--- config.mk ---
export PLATFORM = sky130hd
export DESIGN_NAME = clocked_serial_slave_link
export DESIGN_NICKNAME = d
export VERILOG_FILES = /design/src/hdl/cssl_pkg.sv /design/src/hdl/clocked_serial_slave_link.sv /design/src/hdl/cssl_queue.sv /design/src/hdl/cssl_front.sv /design/src/hdl/cssl_back.sv
export SDC_FILE = /design/constraint.sdc
export NUM_CORES = 2
export LEC_CHECK = 0
export CORE_MARGIN = 10
export CORE_UTILIZATION = 30
export DETAILED_ROUTE_END_ITERATION = 7
export DONT_BUFFER_PORTS = 1
export PLACE_DENSITY = 0.43
export RECOVER_POWER = 25
export SETUP_SLACK_MARGIN = 0.5
export SLEW_MARGIN = 25
export SYNTH_ARGS = -nofsm -noshare
export SYNTH_HDL_FRONTEND = slang
export SYNTH_SLANG_ARGS = --single-unit
export TNS_END_PERCENT = 50
--- constraint.sdc ---
create_clock -name clock -period 4.6 [get_ports clock]
set_input_delay 0.92 -clock clock [delete_from_list [all_inputs] [get_ports clock]]
set_output_delay 0.92 -clock clock [all_outputs]
set_load 0.01 [all_outputs]
--- src/hdl/cssl_pkg.sv ---
package cssl_pkg;

   localparam int RING_DEPTH_DEFAULT = 256;

   localparam logic [9:0] TIMEOUT_RESET = 10'd100;
   localparam logic [7:0] CTRL_LIMIT    = 8'd32;

   // frame positions: idle, start, data bits 7..0, parity, verdict, stop
   localparam logic signed [4:0] SLOT_IDLE    = 5'sd9;
   localparam logic signed [4:0] SLOT_START   = 5'sd8;
   localparam logic signed [4:0] SLOT_MSB     = 5'sd7;
   localparam logic signed [4:0] SLOT_LSB     = 5'sd0;
   localparam logic signed [4:0] SLOT_PARITY  = -5'sd1;
   localparam logic signed [4:0] SLOT_VERDICT = -5'sd2;
   localparam logic signed [4:0] SLOT_STOP    = -5'sd3;
   localparam logic signed [4:0] SLOT_WRAP    = -5'sd4;

   // register indexes
   localparam logic CSR_LINK_ENABLE = 1'b0;
   localparam logic CSR_BIT_TIMEOUT = 1'b1;

   typedef struct packed {
      logic       func;
      logic       clock_level;
      logic       line_in;
      logic [9:0] gap_ms;
      logic [7:0] host_byte;
   } req_type;

   typedef struct packed {
      logic       line_out;
      logic       rx_valid;
      logic [7:0] rx_byte;
      logic       rx_parity_bad;
      logic       framing_bad;
      logic       push_taken;
   } rsp_type;

   typedef enum logic [1:0] {
      CMD_IDLE,
      CMD_PUSH,
      CMD_EDGE
   } cmd_kind_type;

   typedef struct packed {
      cmd_kind_type kind;
      logic         clock_level;
      logic         line_in;
      logic         timed_out;
      logic [7:0]   host_byte;
   } cmd_type;

endpackage

--- src/hdl/clocked_serial_slave_link.sv ---
// A pushed word is stored in the command queue, then in the rsp_ result queue.
// Throughput: one word per cycle on both sides unless a queue stalls; the slot
// engine and the ring memory (one read or one write port use per word) each
// serve a word when popped. Both sides stall on their own via two-entry queues.
// Reset (synchronous, active high): queues empty, link disabled, timeout 100,
// frame idle, ring empty; ring memory contents are not cleared.
module clocked_serial_slave_link #(
   parameter int RING_DEPTH = cssl_pkg::RING_DEPTH_DEFAULT
) (
   input  logic              clock,
   input  logic              reset,
   // configuration
   input  logic              csr_we,
   input  logic              csr_index,
   input  logic [9:0]        csr_wdata,
   // input words
   input  logic              req_push,
   input  cssl_pkg::req_type req_data,
   output logic              full,
   // result words
   input  logic              pop,
   output cssl_pkg::rsp_type rsp_data,
   output logic              empty
);
   import cssl_pkg::*;

   localparam int CMD_W = $bits(cmd_type);
   localparam int RSP_W = $bits(rsp_type);

   // front -> command queue
   logic            cmd_push;
   cmd_type         cmd_front;
   logic            cmd_full;
   logic            ring_clear;
   // command queue -> back
   logic [CMD_W-1:0] cmd_q;
   logic            cmd_empty;
   logic            cmd_pop;
   // back -> result queue
   rsp_type         rsp_back;
   logic            rsp_push;
   logic            rsp_full;
   logic [RSP_W-1:0] rsp_q;

   assign full     = cmd_full;
   assign rsp_data = rsp_type'(rsp_q);

   // front: register file and word classification
   cssl_front u_front (
      .clock      (clock),
      .reset      (reset),
      .csr_we     (csr_we),
      .csr_index  (csr_index),
      .csr_wdata  (csr_wdata),
      .req_push   (req_push),
      .req_data   (req_data),
      .cmd_full   (cmd_full),
      .cmd_push   (cmd_push),
      .cmd_data   (cmd_front),
      .ring_clear (ring_clear)
   );

   cssl_queue #(
      .WIDTH (CMD_W)
   ) u_cmd_queue (
      .clock     (clock),
      .reset     (reset),
      .push      (cmd_push),
      .push_data (CMD_W'(cmd_front)),
      .full      (cmd_full),
      .pop       (cmd_pop),
      .pop_data  (cmd_q),
      .empty     (cmd_empty)
   );

   // back: slot engine and transmit ring
   cssl_back #(
      .RING_DEPTH (RING_DEPTH)
   ) u_back (
      .clock      (clock),
      .reset      (reset),
      .ring_clear (ring_clear),
      .cmd_data   (cmd_type'(cmd_q)),
      .cmd_empty  (cmd_empty),
      .cmd_pop    (cmd_pop),
      .rsp_full   (rsp_full),
      .rsp_push   (rsp_push),
      .rsp_data   (rsp_back)
   );

   cssl_queue #(
      .WIDTH (RSP_W)
   ) u_rsp_queue (
      .clock     (clock),
      .reset     (reset),
      .push      (rsp_push),
      .push_data (RSP_W'(rsp_back)),
      .full      (rsp_full),
      .pop       (pop),
      .pop_data  (rsp_q),
      .empty     (empty)
   );

endmodule

--- src/hdl/cssl_queue.sv ---
module cssl_queue #(
   parameter int WIDTH = 8
) (
   input  logic             clock,
   input  logic             reset,
   input  logic             push,
   input  logic [WIDTH-1:0] push_data,
   output logic             full,
   input  logic             pop,
   output logic [WIDTH-1:0] pop_data,
   output logic             empty
);

   logic [WIDTH-1:0] slot_ff [2];
   logic             wr_ff, wr_in;
   logic             rd_ff, rd_in;
   logic [1:0]       count_ff, count_in;
   logic             do_push, do_pop;

   assign full     = (count_ff == 2'd2);
   assign empty    = (count_ff == 2'd0);
   assign pop_data = slot_ff[rd_ff];
   assign do_push  = push & ~full;
   assign do_pop   = pop & ~empty;

   always_comb begin
      wr_in    = wr_ff ^ do_push;
      rd_in    = rd_ff ^ do_pop;
      count_in = count_ff + {1'b0, do_push} - {1'b0, do_pop};
   end

   always_ff @(posedge clock) begin
      if (reset) begin
         wr_ff    <= 1'b0;
         rd_ff    <= 1'b0;
         count_ff <= 2'd0;
      end else begin
         wr_ff    <= wr_in;
         rd_ff    <= rd_in;
         count_ff <= count_in;
      end
   end

   always_ff @(posedge clock) begin
      if (do_push) begin
         slot_ff[wr_ff] <= push_data;
      end
   end

endmodule

--- src/hdl/cssl_front.sv ---
module cssl_front (
   input  logic              clock,
   input  logic              reset,
   input  logic              csr_we,
   input  logic              csr_index,
   input  logic [9:0]        csr_wdata,
   input  logic              req_push,
   input  cssl_pkg::req_type req_data,
   input  logic              cmd_full,
   output logic              cmd_push,
   output cssl_pkg::cmd_type cmd_data,
   output logic              ring_clear
);
   import cssl_pkg::*;

   logic       enable_ff, enable_in;
   logic [9:0] timeout_ff, timeout_in;

   always_comb begin
      enable_in  = enable_ff;
      timeout_in = timeout_ff;
      ring_clear = 1'b0;
      if (csr_we) begin
         case (csr_index)
            CSR_LINK_ENABLE: begin
               enable_in  = csr_wdata[0];
               ring_clear = (csr_wdata[0] != enable_ff);
            end
            CSR_BIT_TIMEOUT: timeout_in = csr_wdata;
            default: ;
         endcase
      end
   end

   always_ff @(posedge clock) begin
      if (reset) begin
         enable_ff  <= 1'b0;
         timeout_ff <= TIMEOUT_RESET;
      end else begin
         enable_ff  <= enable_in;
         timeout_ff <= timeout_in;
      end
   end

   // classify the word before it enters the command queue
   always_comb begin
      cmd_push             = req_push & ~cmd_full;
      cmd_data.clock_level = req_data.clock_level;
      cmd_data.line_in     = req_data.line_in;
      cmd_data.host_byte   = req_data.host_byte;
      cmd_data.timed_out   = (req_data.gap_ms > timeout_ff);
      if (!enable_ff) begin
         cmd_data.kind = CMD_IDLE;
      end else if (req_data.func) begin
         cmd_data.kind = CMD_PUSH;
      end else begin
         cmd_data.kind = CMD_EDGE;
      end
   end

endmodule

--- src/hdl/cssl_back.sv ---
module cssl_back #(
   parameter int RING_DEPTH = cssl_pkg::RING_DEPTH_DEFAULT
) (
   input  logic              clock,
   input  logic              reset,
   input  logic              ring_clear,
   input  cssl_pkg::cmd_type cmd_data,
   input  logic              cmd_empty,
   output logic              cmd_pop,
   input  logic              rsp_full,
   output logic              rsp_push,
   output cssl_pkg::rsp_type rsp_data
);
   import cssl_pkg::*;

   localparam int PTR_W = $clog2(RING_DEPTH);
   localparam logic [PTR_W-1:0] PTR_LAST = PTR_W'(RING_DEPTH - 1);

   logic [7:0] ring_mem [RING_DEPTH];

   logic signed [4:0] slot_ff, slot_in;
   logic [7:0]        txb_ff, txb_in;
   logic [7:0]        rxs_ff, rxs_in;
   logic              txpar_ff, txpar_in;
   logic              rxpar_ff, rxpar_in;
   logic              lerr_ff, lerr_in;
   logic              rerr_ff, rerr_in;
   logic              ferr_ff, ferr_in;
   logic              out_ff, out_in;
   logic [PTR_W-1:0]  head_ff, head_in;
   logic [PTR_W-1:0]  tail_ff, tail_in;
   logic              pend_ff, pend_in;
   logic [7:0]        rd_ff;

   logic              go;
   logic              mem_re, mem_we;
   logic [PTR_W-1:0]  mem_waddr;
   logic [PTR_W-1:0]  head_next, head_prev, tail_next;
   logic [7:0]        txb_eff;
   logic signed [4:0] base, dec;
   logic              ferr_now;

   assign go      = ~cmd_empty & ~rsp_full;
   assign cmd_pop = go;
   assign rsp_push = go;

   assign head_next = (head_ff == PTR_LAST) ? '0 : head_ff + 1'b1;
   assign head_prev = (head_ff == '0) ? PTR_LAST : head_ff - 1'b1;
   assign tail_next = (tail_ff == PTR_LAST) ? '0 : tail_ff + 1'b1;

   // byte fetched at frame start is taken from the read register while pend_ff is set
   assign txb_eff = pend_ff ? rd_ff : txb_ff;

   always_comb begin
      slot_in   = slot_ff;
      txb_in    = txb_eff;
      rxs_in    = rxs_ff;
      txpar_in  = txpar_ff;
      rxpar_in  = rxpar_ff;
      lerr_in   = lerr_ff;
      rerr_in   = rerr_ff;
      ferr_in   = ferr_ff;
      out_in    = out_ff;
      head_in   = head_ff;
      tail_in   = tail_ff;
      pend_in   = 1'b0;
      mem_re    = 1'b0;
      mem_we    = 1'b0;
      mem_waddr = tail_ff;
      ferr_now  = 1'b0;
      base      = cmd_data.timed_out ? SLOT_IDLE : slot_ff;
      dec       = base - 5'sd1;
      if (dec <= SLOT_WRAP) begin
         dec = SLOT_START;
      end

      rsp_data.rx_valid      = 1'b0;
      rsp_data.rx_byte       = 8'd0;
      rsp_data.rx_parity_bad = 1'b0;
      rsp_data.framing_bad   = 1'b0;
      rsp_data.push_taken    = 1'b0;

      if (go) begin
         case (cmd_data.kind)
            CMD_PUSH: begin
               if (cmd_data.host_byte != 8'd0 && tail_next != head_ff) begin
                  mem_we = 1'b1;
                  rsp_data.push_taken = 1'b1;
                  // control codes jump the queue when bytes are waiting
                  if (cmd_data.host_byte < CTRL_LIMIT && head_ff != tail_ff) begin
                     head_in   = head_prev;
                     mem_waddr = head_prev;
                  end else begin
                     tail_in = tail_next;
                  end
               end
            end
            CMD_EDGE: begin
               if (!cmd_data.clock_level) begin
                  slot_in = dec;
                  if (dec == SLOT_START) begin
                     if (!rerr_ff) begin
                        if (head_ff != tail_ff) begin
                           mem_re  = 1'b1;
                           pend_in = 1'b1;
                           head_in = head_next;
                        end else begin
                           txb_in = 8'd0;
                        end
                     end
                     txpar_in = 1'b0;
                     rxpar_in = 1'b0;
                     lerr_in  = 1'b0;
                     rerr_in  = 1'b0;
                     ferr_in  = 1'b0;
                     out_in   = 1'b0;
                  end else if (dec >= SLOT_LSB && dec <= SLOT_MSB) begin
                     out_in   = txb_eff[dec[2:0]];
                     txpar_in = txpar_ff ^ txb_eff[dec[2:0]];
                  end else if (dec == SLOT_PARITY) begin
                     out_in = txpar_ff;
                  end else if (dec == SLOT_VERDICT) begin
                     out_in = lerr_ff;
                  end else if (dec == SLOT_STOP) begin
                     out_in = 1'b0;
                  end
               end else begin
                  slot_in = base;
                  if (base == SLOT_START) begin
                     if (cmd_data.line_in) begin
                        ferr_in = 1'b1;
                        slot_in = SLOT_IDLE;
                        rsp_data.framing_bad = 1'b1;
                     end
                  end else if (base >= SLOT_LSB && base <= SLOT_MSB) begin
                     rxpar_in = rxpar_ff ^ cmd_data.line_in;
                     rxs_in[base[2:0]] = cmd_data.line_in;
                  end else if (base == SLOT_PARITY) begin
                     if (rxpar_ff != cmd_data.line_in) begin
                        lerr_in = 1'b1;
                     end
                  end else if (base == SLOT_VERDICT) begin
                     if (cmd_data.line_in) begin
                        rerr_in = 1'b1;
                     end
                  end else if (base == SLOT_STOP) begin
                     ferr_now = ferr_ff | cmd_data.line_in;
                     ferr_in  = ferr_now;
                     if (ferr_now) begin
                        rsp_data.framing_bad = 1'b1;
                     end else if (lerr_ff) begin
                        rsp_data.rx_parity_bad = 1'b1;
                     end else if (rxs_ff != 8'd0) begin
                        rsp_data.rx_valid = 1'b1;
                        rsp_data.rx_byte  = rxs_ff;
                     end
                  end
               end
            end
            default: ;
         endcase
      end

      if (!go) begin
         pend_in = pend_ff;
         txb_in  = txb_ff;
      end
      if (ring_clear) begin
         head_in = '0;
         tail_in = '0;
      end
      rsp_data.line_out = out_in;
   end

   always_ff @(posedge clock) begin
      if (reset) begin
         slot_ff  <= SLOT_IDLE;
         txb_ff   <= 8'd0;
         rxs_ff   <= 8'd0;
         txpar_ff <= 1'b0;
         rxpar_ff <= 1'b0;
         lerr_ff  <= 1'b0;
         rerr_ff  <= 1'b0;
         ferr_ff  <= 1'b0;
         out_ff   <= 1'b0;
         head_ff  <= '0;
         tail_ff  <= '0;
         pend_ff  <= 1'b0;
      end else begin
         slot_ff  <= slot_in;
         txb_ff   <= txb_in;
         rxs_ff   <= rxs_in;
         txpar_ff <= txpar_in;
         rxpar_ff <= rxpar_in;
         lerr_ff  <= lerr_in;
         rerr_ff  <= rerr_in;
         ferr_ff  <= ferr_in;
         out_ff   <= out_in;
         head_ff  <= head_in;
         tail_ff  <= tail_in;
         pend_ff  <= pend_in;
      end
   end

   // transmit ring
   always_ff @(posedge clock) begin
      if (mem_we) begin
         ring_mem[mem_waddr] <= cmd_data.host_byte;
      end
      if (mem_re) begin
         rd_ff <= ring_mem[head_ff];
      end
   end

   a_slot_range: assert property (@(posedge clock) disable iff (reset)
      slot_ff <= SLOT_IDLE && slot_ff >= SLOT_STOP)
      else $error("slot position out of range");

   a_ptr_range: assert property (@(posedge clock) disable iff (reset)
      head_ff <= PTR_LAST && tail_ff <= PTR_LAST)
      else $error("ring pointer out of range");

   a_fetch_at_start: assert property (@(posedge clock) disable iff (reset)
      $rose(pend_ff) |-> slot_ff == SLOT_START && $past(head_ff) != $past(tail_ff))
      else $error("ring fetch outside frame start");

   a_rx_nonzero: assert property (@(posedge clock) disable iff (reset)
      go && rsp_data.rx_valid |=> rxs_ff != 8'd0 && slot_ff == SLOT_STOP)
      else $error("received word delivered outside stop slot");

endmodule
==> metrics <==
Pleak roughly 30 nW; sequential-to-total area share from yosys stat 74.9%; global-route wire length before repair 356000 um; clk_skew between 0.05 and 0.06 ns; Num Clock Sinks 2171; worst setup path class register to register; P_int 0.0356 W; Core Region between 200000 and 300000 um^2; vias in the first global route 44000; placed insts 7949; worst-path cell chain buf_4 -> buf_12 -> mux4_2 -> a22o_1 -> a221oi_1 -> o22ai_1 -> nor3_1 -> nor2_1 -> a221o_1; failing checks capacitance limit, slew limit; sw frac 24.6%; Finished Layout Cells ~8400; initial antenna violation count 9; P&R area growth vs syn 16.8%; Initial Util ~30%; WHS Endpoint u_front.timeout_ff[7]; DR pass1 iterations 5; Avg Cell Area, Syn between 20 and 25 um^2; Synth Flop Type edfxtp_1; Syn Nets 4273; Worst Hold Launch reset; Site Rows 196; global route overflow 0; worst slew pin tran 2.68 ns; Hold Crit Class input port to register; number of buffers created by CTS between 200 and 250; #FFs+latches synth 2171; Pwr Density 469 nW/um^2; DP HPWL approximately 150000 um; Final setup viols 0; die height around 560 um; clock-pin slew on the worst setup and hold paths 0.06 ns; drt total wl 253000 um; maximum clock path buffer count 4; Die W around 560 um; Port Buffers 0; Worst Path Required 5.19 ns; asr flop ratio synth 0%; FF+latch area 64600 um^2; Reg power frac between 50 and 60%; Fin. Hold Viols 0; routed vias around 43000; io pins 52; Placer Congestion 0.781; Synthesis Warnings 0; Root Buffer clkbuf_16; Mapped Cells 4209; combinational power share 10.1%; Largest stage delay, worst path 0.64 ns; Die Area 309000 um^2; # DRC 0; minimum clock period 4.09 ns; Yosys top cell area share 73.4%; Max stage delay cell, worst path dfxtp_4; Reg-to-Reg Start u_back.head_ff[1]; Synth Cell Area between 80000 and 90000 um^2; CTS Hold Buffers Added 0; filler instances 26400; net switching power 0.0116 W; CTS tree built; Max FO, Critical Path 42; number of H-tree levels 4; outcome finished, violations left; WHS Path Cells 1; cells on worst reg2reg path 9; Layout Nets 4538; crit end category register; Iter 0 DRT Violations 4212; Tcrit/Tclk final 89.0%; fmax 244 MHz; Unique masters post-synth 82; number of max-cap violations 6; CP startpoint kind register; Post-synth EDFFs approximately 2100; area leader, netlist edfxtp_1; crit path DAT 4.69 ns; final antenna-violating net count 0; Peak supply drop 0.329 mV; Avg Vias per Cell 5.11; Multi-input gate area 21100 um^2; pin count of the biggest net entering global routing 174; RSZ-0062 raised after global routing yes; DR WL/cell around 30 um; clock share of power 39.0%; GR Util All Layers 15.9%; layout cell share with drive strength beyond 1 31.2%; r2r setup slk 0.51 ns; setup TNS 0 ns; slew margin rel. -78.7%; clk_lat worst skew 0.90 ns; reg2reg end u_back.rd_ff[2]; max-slew violations 544; synth top area cells edfxtp_1, mux4_2, dfxtp_1, nor2_1, a22oi_1
[worst max path at each step]
stage | from | to | slack (ns)
2_1_floorplan | u_back.head_ff[0] | u_back.ring_mem[103][0] | 0.46
3_3_place_gp | u_back.head_ff[0] | u_back.rd_ff[0] | 0.01
3_5_place_dp | u_back.tail_ff[1] | u_back.ring_mem[97][6] | 0.21
4_1_cts | u_back.tail_ff[1] | u_back.ring_mem[108][2] | 0.38
5_1_grt | u_cmd_queue.rd_ff | u_back.ring_mem[155][1] | 0.34
6_report | u_back.head_ff[1] | u_back.rd_ff[2] | 0.51
[Yosys cell counts (5+ instances only)]
cell type     n
a32oi_1       5
a22oi_4       7
mux2i_1      41
nor3b_1       7
a22o_1       32
a221oi_1     31
a31oi_1      10
o31ai_1       6
xnor2_1      25
nand2_1      94
nand3_1      20
or3_1         7
buf_4        25
edfxtp_1   2108
inv_1        36
or2_2         6
nand4_1      10
nor2_2       41
nor3_1       40
and3_1        7
nor2b_1      24
a31oi_2      16
a2bb2oi_4     6
buf_6        12
mux4_2      555
and2_1       23
a21oi_1      86
nand2b_1     13
nor2_1      300
clkbuf_1    106
nand3b_1      5
dfxtp_1      63
ha_1         27
xor2_1        9
buf_2        89
nor3_2        8
a22oi_1     102
o21ai_0      27
nor4_1       21
o22ai_1      23
mux2_2       28
buf_1        28
[logic make-up after synthesis]
group	after synthesis	share of synthesized area [%]
simple gates	652	3.74
flops	2171	74.9
xor+xnor	34	0.345
mux	624	15.3
buf+inv	296	1.63
fa+ha+maj	27	0.392
compound gates	405	3.68
[layer usage]
| layer | up-vias | share of wire [%] | global-route usage (%) |
|---|---|---|---|
| li1 | 18000 | - | - |
| met1 | 23500 | 45 | 22.7 |
| met2 | 1134 | 48 | 25.7 |
| met3 | 323 | 4.9 | 2.47 |
| met4 | 0 | 2.3 | 3.63 |
| met5 | - | 0 | 0 |
[registers in the layout, summed over array words and instances (netlist names), 2 cells and up]
register,count
u_cmd_queue.count_ff,2
u_back.ring_mem,2048
u_back.tail_ff,8
u_cmd_queue.slot_ff,26
u_back.rd_ff,8
u_back.rxs_ff,8
u_rsp_queue.count_ff,2
u_back.txb_ff,8
u_back.head_ff,8
u_front.timeout_ff,10
u_back.slot_ff,5
u_rsp_queue.slot_ff,26
[cells in the final DEF (no fill, tap or decap), drive strengths merged, types with 9 or more instances in the layout]
cell type / synthesis / final
nand2b: 13 / 13
clkbuf: 106 / 293
mux4: 555 / 555
nor2: 342 / 342
a22oi: 110 / 110
and2: 23 / 23
mux2: 28 / 28
edfxtp: 2108 / 2108
and3: 9 / 9
a22o: 32 / 32
inv: 36 / 43
a21oi: 86 / 86
nand2: 94 / 94
buf: 154 / 285
nor4: 27 / 27
nand3: 21 / 21
clkinv: 0 / 93
nor3b: 10 / 10
o22ai: 23 / 23
nor3: 48 / 48
a221oi: 31 / 31
nand4: 10 / 10
dfxtp: 63 / 63
bufinv: 0 / 24
o21ai: 29 / 29
nor2b: 24 / 24
ha: 27 / 27
mux2i: 41 / 41
xnor2: 25 / 25
xor2: 9 / 9
a31oi: 26 / 26
[worst max-delay path, delay by kind of cell (launching register included)]
| kind | cells | cell delay [ns] |
|---|---|---|
| multiplexers | 1 | 0.35 |
| buffers and inverters | 2 | 0.70 |
| flip-flops | 1 | 0.64 |
| AO/OA/AOI/OAI | 4 | 1.46 |
| AND/OR/NAND/NOR | 2 | 0.57 |
[power groups by stage]
stage                     Clock (W)  Sequential [W]  Combinational, W
after CTS                    0.0189          0.0240           0.00493
after floorplan                   0          0.0245           0.00225
final                        0.0185          0.0240           0.00478
after detailed placement          0          0.0244           0.00494
after global routing         0.0197          0.0240           0.00519
after global placement            0          0.0244           0.00484
[per-stage QoR]
stage / instance area, um^2 / utilization, % / hold slack, ns / total power [W] / worst slack [ns]
3_3_place_gp: 92400 / 32.3 / 0.440 / 0.0292 / 0.0103
4_1_cts: 100000 / 35.0 / 0.00763 / 0.0479 / 0.380
3_5_place_dp: 92400 / 32.3 / 0.443 / 0.0293 / 0.210
6_report: 101000 / 35.3 / 0.0829 / 0.0473 / 0.506
2_1_floorplan: 86300 / - / 0.436 / 0.0268 / 0.457
5_1_grt: 101000 / 35.3 / 0.0302 / 0.0489 / 0.343
[timing repair]
item	4_1_cts	5_1_grt
pin swaps	4	8
setup endpoints to repair	620	1598
endpoints found under the hold margin	0	0
buffers inserted	15	33
gates resized for setup	41	104
[cell type report]
type / instances / share of cell area (%)
timing repair buffer: 289 / 2.88
inverter: 36 / 0.134
multi-input combinational: 1742 / 20.9
tap: 3762 / 4.67
antenna: 4 / 0.00994
clock inverter: 130 / 1.26
clock buffer: 289 / 6.04
sequential: 2171 / 64.1
No activity file was read; power rests on OpenSTA's default activity.
